$ cat config.mk
export PLATFORM = sky130hd
export DESIGN_NAME = buffer_status_report_codec_top
export DESIGN_NICKNAME = d
export VERILOG_FILES = /design/src/sv/bsr_pkg.sv /design/src/sv/buffer_status_report_codec_top.sv
export VERILOG_INCLUDE_DIRS = /design/src /design/src/sv
export SDC_FILE = /design/constraint.sdc
export NUM_CORES = 2
export LEC_CHECK = 0
export ABC_AREA = 1
export BUFFER_PORTS_ARGS = -buffer_cell sky130_fd_sc_hd__buf_2
export CAP_MARGIN = 20
export CORE_ASPECT_RATIO = 1.4
export CORE_UTILIZATION = 45
export CTS_BUF_LIST = sky130_fd_sc_hd__clkbuf_8
export CTS_CLUSTER_DIAMETER = 50
export DETAILED_ROUTE_END_ITERATION = 10
export PLACE_DENSITY_LB_ADDON = 0.3
export SLEW_MARGIN = 5
export SYNTH_ARGS = -nofsm -noshare
export SYNTH_HDL_FRONTEND = slang
export SYNTH_SLANG_ARGS = --single-unit
$ cat constraint.sdc
create_clock -name clk -period 9.1 [get_ports clk]
set_clock_uncertainty 0.15 [all_clocks]
set_input_delay 1.365 -clock clk [delete_from_list [all_inputs] [get_ports clk]]
set_output_delay 1.365 -clock clk [all_outputs]
set_load 0.03 [all_outputs]
$ cat src/sv/buffer_status_report_codec_top_defines.svh
// Assertion macros for the buffer status report codec.
// Included by the top level; relies on clk and arst_n in the including scope.
`ifndef BUFFER_STATUS_REPORT_CODEC_TOP_DEFINES_SVH
`define BUFFER_STATUS_REPORT_CODEC_TOP_DEFINES_SVH

`ifndef SYNTHESIS
`define BSR_ASSERT_NOW(lbl, ante, cons) \
	lbl: assert property (@(posedge clk) disable iff (!arst_n) (ante) |-> (cons)) \
		else $error("bsr assertion failed");
`define BSR_ASSERT_NEXT(lbl, ante, cons) \
	lbl: assert property (@(posedge clk) disable iff (!arst_n) (ante) |=> (cons)) \
		else $error("bsr assertion failed");
`else
`define BSR_ASSERT_NOW(lbl, ante, cons)
`define BSR_ASSERT_NEXT(lbl, ante, cons)
`endif

`endif

$ cat src/sv/bsr_pkg.sv
// Types and constants of the buffer status report codec.
// Holds the level upper-bound table; no dependencies.
package bsr_pkg;

	localparam int NumGroups = 4;
	localparam int NumLevels = 64;
	localparam int LastLevel = 62;
	localparam int TableTop  = 61;

	typedef logic [5:0]  lvl_t;
	typedef logic [1:0]  grp_t;
	typedef logic [17:0] size_t;
	typedef logic [31:0] bytes_t;

	typedef enum logic {
		REQ_ENCODE = 1'b0,
		REQ_DECODE = 1'b1
	} req_t;

	localparam grp_t  LEN_LONG  = 2'd3;
	localparam grp_t  LEN_SHORT = 2'd1;
	localparam lvl_t  TOP_LEVEL = 6'd63;
	localparam size_t MAX_SIZE  = 18'd150000;

	localparam size_t LEVEL_UPPER [NumLevels] = '{
		18'd0,      18'd10,     18'd12,     18'd14,     18'd17,     18'd19,
		18'd22,     18'd26,     18'd31,     18'd36,     18'd42,     18'd49,
		18'd57,     18'd67,     18'd78,     18'd91,     18'd107,    18'd125,
		18'd146,    18'd171,    18'd200,    18'd234,    18'd274,    18'd321,
		18'd376,    18'd440,    18'd515,    18'd603,    18'd706,    18'd826,
		18'd967,    18'd1132,   18'd1326,   18'd1552,   18'd1817,   18'd2127,
		18'd2490,   18'd2915,   18'd3413,   18'd3995,   18'd4677,   18'd5476,
		18'd6411,   18'd7505,   18'd8787,   18'd10287,  18'd12043,  18'd14099,
		18'd16507,  18'd19325,  18'd22624,  18'd26487,  18'd31009,  18'd36304,
		18'd42502,  18'd49759,  18'd58255,  18'd68201,  18'd79846,  18'd93479,
		18'd109439, 18'd128125, 18'd150000, 18'd150000
	};

endpackage

$ cat src/sv/buffer_status_report_codec_top.sv
// Buffer status report codec: three registered stages from input to result.
// Throughput one beat per cycle when not stalled; stage 1 compares sizes to the
// level table, stage 2 encodes/unpacks levels, stage 3 packs bytes or looks up
// sizes. Stall of the output holds only the stages that are full.
// Reset (arst_n low) clears the stage valid bits; data registers are not reset.
`include "buffer_status_report_codec_top_defines.svh"

module buffer_status_report_codec_top (
	input  logic               clk,
	input  logic               arst_n,
	input  logic               in_valid,
	output logic               in_stall,
	input  logic               req_type,
	input  logic               long_format,
	input  bsr_pkg::bytes_t    group_size_0,
	input  bsr_pkg::bytes_t    group_size_1,
	input  bsr_pkg::bytes_t    group_size_2,
	input  bsr_pkg::bytes_t    group_size_3,
	input  logic [7:0]         report_byte_0,
	input  logic [7:0]         report_byte_1,
	input  logic [7:0]         report_byte_2,
	output logic               out_valid,
	input  logic               out_stall,
	output logic [7:0]         packed_byte_0,
	output logic [7:0]         packed_byte_1,
	output logic [7:0]         packed_byte_2,
	output bsr_pkg::grp_t      packed_length,
	output bsr_pkg::grp_t      group_index,
	output bsr_pkg::size_t     decoded_size_0,
	output bsr_pkg::size_t     decoded_size_1,
	output bsr_pkg::size_t     decoded_size_2,
	output bsr_pkg::size_t     decoded_size_3
);
	import bsr_pkg::*;

	logic adv1, adv2, adv3;
	logic v_s1, v_s2, v_s3;

	bytes_t              size_in [NumGroups];
	logic [TableTop:1]   le_d    [NumGroups];
	logic [NumGroups-1:0] zero_d, over_d;

	logic                req_s1, long_s1;
	logic [TableTop:1]   le_s1   [NumGroups];
	logic [NumGroups-1:0] zero_s1, over_s1;
	logic [7:0]          b0_s1, b1_s1, b2_s1;

	logic [LastLevel:0]  ext;
	lvl_t                lv_d    [NumGroups];
	grp_t                grp_d;
	lvl_t                lv_s2   [NumGroups];
	grp_t                grp_s2;
	logic                req_s2, long_s2;

	logic [7:0]          pb0_d, pb1_d, pb2_d;
	grp_t                gi_d;
	size_t               ds_d    [NumGroups];
	logic [7:0]          pb0_s3, pb1_s3, pb2_s3;
	grp_t                len_s3, gi_s3;
	size_t               ds_s3   [NumGroups];

	assign adv3     = !v_s3 || !out_stall;
	assign adv2     = !v_s2 || adv3;
	assign adv1     = !v_s1 || adv2;
	assign in_stall = !adv1;

	always_ff @(posedge clk or negedge arst_n) begin
		if (!arst_n) begin
			v_s1 <= 1'b0;
			v_s2 <= 1'b0;
			v_s3 <= 1'b0;
		end else begin
			if (adv1) v_s1 <= in_valid;
			if (adv2) v_s2 <= v_s1;
			if (adv3) v_s3 <= v_s2;
		end
	end

	assign size_in[0] = group_size_0;
	assign size_in[1] = group_size_1;
	assign size_in[2] = group_size_2;
	assign size_in[3] = group_size_3;

	always_comb begin
		for (int g = 0; g < NumGroups; g++) begin
			zero_d[g] = (size_in[g] == '0);
			over_d[g] = (size_in[g] > {14'd0, MAX_SIZE});
			for (int k = 1; k <= TableTop; k++) begin
				le_d[g][k] = (size_in[g] <= {14'd0, LEVEL_UPPER[k]});
			end
		end
	end

	always_ff @(posedge clk) begin
		if (adv1) begin
			req_s1  <= req_type;
			long_s1 <= long_format;
			le_s1   <= le_d;
			zero_s1 <= zero_d;
			over_s1 <= over_d;
			b0_s1   <= report_byte_0;
			b1_s1   <= report_byte_1;
			b2_s1   <= report_byte_2;
		end
	end

	always_comb begin
		ext   = '0;
		grp_d = '0;
		for (int g = 0; g < NumGroups; g++) lv_d[g] = '0;
		if (req_s1 == REQ_DECODE) begin
			if (long_s1) begin
				lv_d[0] = b0_s1[7:2];
				lv_d[1] = {b0_s1[1:0], b1_s1[7:4]};
				lv_d[2] = {b1_s1[3:0], b2_s1[7:6]};
				lv_d[3] = b2_s1[5:0];
			end else begin
				grp_d       = b0_s1[7:6];
				lv_d[grp_d] = b0_s1[5:0];
			end
		end else begin
			for (int g = 0; g < NumGroups; g++) begin
				ext = {1'b1, le_s1[g], 1'b0};
				for (int k = 1; k <= LastLevel; k++) begin
					if (ext[k] && !ext[k-1]) lv_d[g] = lv_d[g] | lvl_t'(k);
				end
				if (zero_s1[g]) lv_d[g] = '0;
				else if (over_s1[g]) lv_d[g] = TOP_LEVEL;
				if (!zero_s1[g]) grp_d = grp_t'(g);
			end
		end
	end

	always_ff @(posedge clk) begin
		if (adv2) begin
			lv_s2   <= lv_d;
			grp_s2  <= grp_d;
			req_s2  <= req_s1;
			long_s2 <= long_s1;
		end
	end

	always_comb begin
		pb0_d = '0;
		pb1_d = '0;
		pb2_d = '0;
		gi_d  = long_s2 ? '0 : grp_s2;
		for (int g = 0; g < NumGroups; g++) ds_d[g] = '0;
		if (req_s2 == REQ_DECODE) begin
			for (int g = 0; g < NumGroups; g++) ds_d[g] = LEVEL_UPPER[lv_s2[g]];
		end else if (long_s2) begin
			pb0_d = {lv_s2[0], lv_s2[1][5:4]};
			pb1_d = {lv_s2[1][3:0], lv_s2[2][5:2]};
			pb2_d = {lv_s2[2][1:0], lv_s2[3]};
		end else begin
			pb0_d = {grp_s2, lv_s2[grp_s2]};
		end
	end

	always_ff @(posedge clk) begin
		if (adv3) begin
			pb0_s3 <= pb0_d;
			pb1_s3 <= pb1_d;
			pb2_s3 <= pb2_d;
			len_s3 <= long_s2 ? LEN_LONG : LEN_SHORT;
			gi_s3  <= gi_d;
			ds_s3  <= ds_d;
		end
	end

	assign out_valid      = v_s3;
	assign packed_byte_0  = pb0_s3;
	assign packed_byte_1  = pb1_s3;
	assign packed_byte_2  = pb2_s3;
	assign packed_length  = len_s3;
	assign group_index    = gi_s3;
	assign decoded_size_0 = ds_s3[0];
	assign decoded_size_1 = ds_s3[1];
	assign decoded_size_2 = ds_s3[2];
	assign decoded_size_3 = ds_s3[3];

	`BSR_ASSERT_NOW(a_stall_only_full, in_stall, v_s1 && v_s2 && v_s3)
	`BSR_ASSERT_NOW(a_short_tail_zero, out_valid && packed_length == LEN_SHORT,
		packed_byte_1 == 8'd0 && packed_byte_2 == 8'd0)
	`BSR_ASSERT_NOW(a_long_group_zero, out_valid && packed_length == LEN_LONG,
		group_index == 2'd0)
	`BSR_ASSERT_NOW(a_decode_no_bytes,
		out_valid && (decoded_size_0 != '0 || decoded_size_1 != '0 ||
		decoded_size_2 != '0 || decoded_size_3 != '0),
		packed_byte_0 == 8'd0)
	`BSR_ASSERT_NEXT(a_hold_on_stall, v_s3 && out_stall, v_s3 && $stable(pb0_s3))

endmodule
==> metrics.md <==
| Metric | Value |
|---|---|
| Synthesized flop and latch total | 408 |
| Postcts setup bufs | 0 |
| Tmin final | 4.08 ns |
| Worst slew pin tran | 1.07 ns |
| Drt initial violations | 4511 |
| Die Width | 228 um |
| Hold Path Class | reg -> reg |
| Post-Syn Area per Cell | 6.54 um^2 |
| Setup CP Type | in -> out |
| Fmax | 245 MHz |
| Share of the synthesized area in the top cell type | 37.6% |
| Share of the yosys chip area belonging to registers | 37.9% |
| Post-Syn Nets | 5146 |
| Worst-path clk slew | 0.07 ns |
| Top cells by area, synth | edfxtp_1 (38%), nand2_1 (18%), nor2_1 (8.9%) |
| Depth of the CTS H-tree | 2 |
| Vias in the first global route | 33400 |
| Root Buffer | clkbuf_8 |
| Hold_buf cts | 0 |
| Clock buffer depth | 3 |
| Asr flop ratio synth | 0.735% |
| Worst EP arrival | 2.57 ns |
| DP Wirelength | 106000 um |
| Max-slew headroom | 28.6% |
| Critical path's slowest cell | nor2_1 |
| Startpoint Class | primary input |
| Total clock sinks | 408 |
| Run status | finished clean |
| Layout cells sized above 1 | 8.13% |
| CP required | 7.59 ns |
| PostCTS Resize Cnt | 0 |
| Placement row count | 115 |
| Routability congestion estimate | 1.04 |
| Nets | 5333 |
| WL/cell | 22.0 um |
| Synth area leader | edfxtp_1 |
| Max-slew violation count | 0 |
| Num CTS Buffers | 56 |
| CP bufs+invs | 4 |
| CTS tree | built |
| First-pass GRT wire length | 200000 um |
| Synth Instances | 4944 |
| Initial Util | 45.7% |
| Overall Global Routing Usage | 36.0% |
| Power per cell area | 156 mW/mm^2 |
| Max incr delay on CP | 0.27 ns |
| Final WL | 135000 um |
| Kind of cell adding the most delay to the critical path | buffers and inverters |
| Count leader, synth | nand2_1 |
| Synth cell types | 56 |
| Die Ht | 319 um |
| Tcrit/Tclk final | 44.8% |
| Grt ovf | 0 |
| Hold WS | 0.304 ns |
| Critical-path maximum fanout | 30 |
| Synth Cell Area | 0.0323 mm^2 |
| DR DRC count | 0 |
| Buffers added on ports | 258 |
| Area grow syn2layout | 9.47% |
| Static leakage | 16.3 nW |
| Ys flop type | edfxtp_1 |
| Total Neg Setup Slack | 0 ns |
| IO Pins | 260 |
| Setup-failing EPs final | 0 |
| Number of antenna violations at the first check in global routing | 15 |
| Number of synthesized flops with an enable pin | 405 |
| Largest net degree at the start of global routing | 120 |
| Most common library cells after synthesis | nand2_1 (1542), nor2_1 (768), inv_1 (631) |
| Via count | 35400 |
| Pre-antenna DRT Iters | 9 |
| Via-to-Cell Ratio | 5.78 |
| Crit path cell chain | buf_2, nand2_4, nor2_1, inv_1, buf_4, nor2_1, buf_2 |
| Number of max-cap violations | 0 |
| Area of the core | 0.0706 mm^2 |
| ANT nets after route | 0 |
| VDD IR-drop max | 0.0948 mV |
| Hold Vio Cnt, Final | 0 |
| Clk_lat worst skew | 0.68 ns |
| RSZ-0062 raised after global routing | false |
| Die area | 0.0729 mm^2 |
| Synth warnings | 0 |
| Endpoint type of the worst setup path | output port |
==> power breakdown <==
group,internal [W],leakage (nW),switching [W],total (W)
clock network,0.000702,0.606,0.000716,0.00142
logic,0.000426,11.2,0.00123,0.00165
registers,0.00228,4.48,0.000149,0.00243
==> worst register-to-register path, delay by kind of cell, from the launching register on <==
kind                   cells  cell delay [ns]
buffers and inverters      1             0.81
AOI/OAI and AO/OA          2             1.06
DFF                        1             0.92
and+or+nand+nor            3             0.29
==> logic make-up after synthesis <==
| family | synth area share (%) |
|---|---|
| simple gates | 38.4 |
| buf+inv | 9.74 |
| compound gates | 12.3 |
| flops | 37.9 |
| fa+ha+maj | 1.70 |
| other cells | 0.0116 |
==> worst paths after layout <==
path,start,endpoint,slack [ns],depth (start not counted)
setup / recovery,out_stall,in_stall,5.02,7
hold / removal,v_s1,v_s2,0.30,2
setup reg to reg,lv_s2[14],decoded_size_1[2],5.63,6
hold reg to reg,v_s1,v_s2,0.30,2
max in group asynchronous,arst_n,out_valid,8.36,1
min in group asynchronous,arst_n,v_s2,0.32,1
==> final cells by class <==
| type | instances | area, um^2 |
|---|---|---|
| Timing Repair Buffer | 276 | 1450 |
| Clock inverter | 47 | 343 |
| Sequential cell | 408 | 12200 |
| Antenna cell | 5 | 12.5 |
| Inverter | 650 | 2450 |
| Clock buffer | 56 | 771 |
| Tap cell | 936 | 1170 |
| Fill cell | 7412 | 35300 |
| Multi-Input combinational cell | 3739 | 16900 |
==> routing by layer <==
metal	global-route usage [%]	wire, um
met5	0	104
met4	20.8	8920
met3	6.51	13100
met2	58.2	60300
met1	45.0	52400
==> layout by cell type (no fill, tap or decap), types with 4 or more instances in the layout <==
master and instances:
a211oi_1 10, nand2_2 8, nand4_1 96, a22oi_1 15, clkinv_2 5, nor2_2 13
o31ai_1 8, a32oi_1 13, nand2_1 1541, clkinv_4 4, nand2_4 5, clkbuf_8 56
o21bai_1 9, clkinv_1 27, buf_2 258, o211ai_1 42, bufinv_16 4, nor2_4 14
nand3b_1 11, o21ai_1 7, a21oi_2 4, inv_2 7, a21oi_1 228, o21ai_0 336
a31oi_1 20, ha_1 44, nor4_1 15, o21a_1 8, diode_2 5, nor2_1 768
o22ai_1 11, or2_2 7, inv_1 642, buf_4 16, edfxtp_1 405, nand3_1 360
nor3_1 120
==> state kept, by name (all words and copies together) (netlist names), 2 cells and up <==
| register | cells |
|---|---|
| packed_byte_1 | 8 |
| decoded_size_0 | 18 |
| over_s1 | 4 |
| decoded_size_1 | 18 |
| group_index | 2 |
| b0_s1 | 8 |
| lv_s2 | 24 |
| zero_s1 | 4 |
| le_s1 | 244 |
| packed_byte_2 | 8 |
| b2_s1 | 8 |
| packed_byte_0 | 8 |
| b1_s1 | 8 |
| decoded_size_3 | 18 |
| decoded_size_2 | 18 |
| grp_s2 | 2 |
==> per-stage QoR <==
stage | utilization, % | cell area [um^2] | total power (W) | std cells | setup WS [ns]
after floorplan | - | 32300 | 0.00353 | 4944 | 0.431
after global placement | 48.5 | 34200 | 0.00408 | 6009 | 4.62
after detailed placement | 48.5 | 34200 | 0.00407 | 6009 | 4.57
after CTS | 50.0 | 35400 | 0.00548 | 6112 | 4.99
after global routing | 50.1 | 35400 | 0.00576 | 6114 | 4.88
final | 50.1 | 35400 | 0.00550 | 6117 | 5.02
Note: power is estimated with default switching activity, not from simulation.
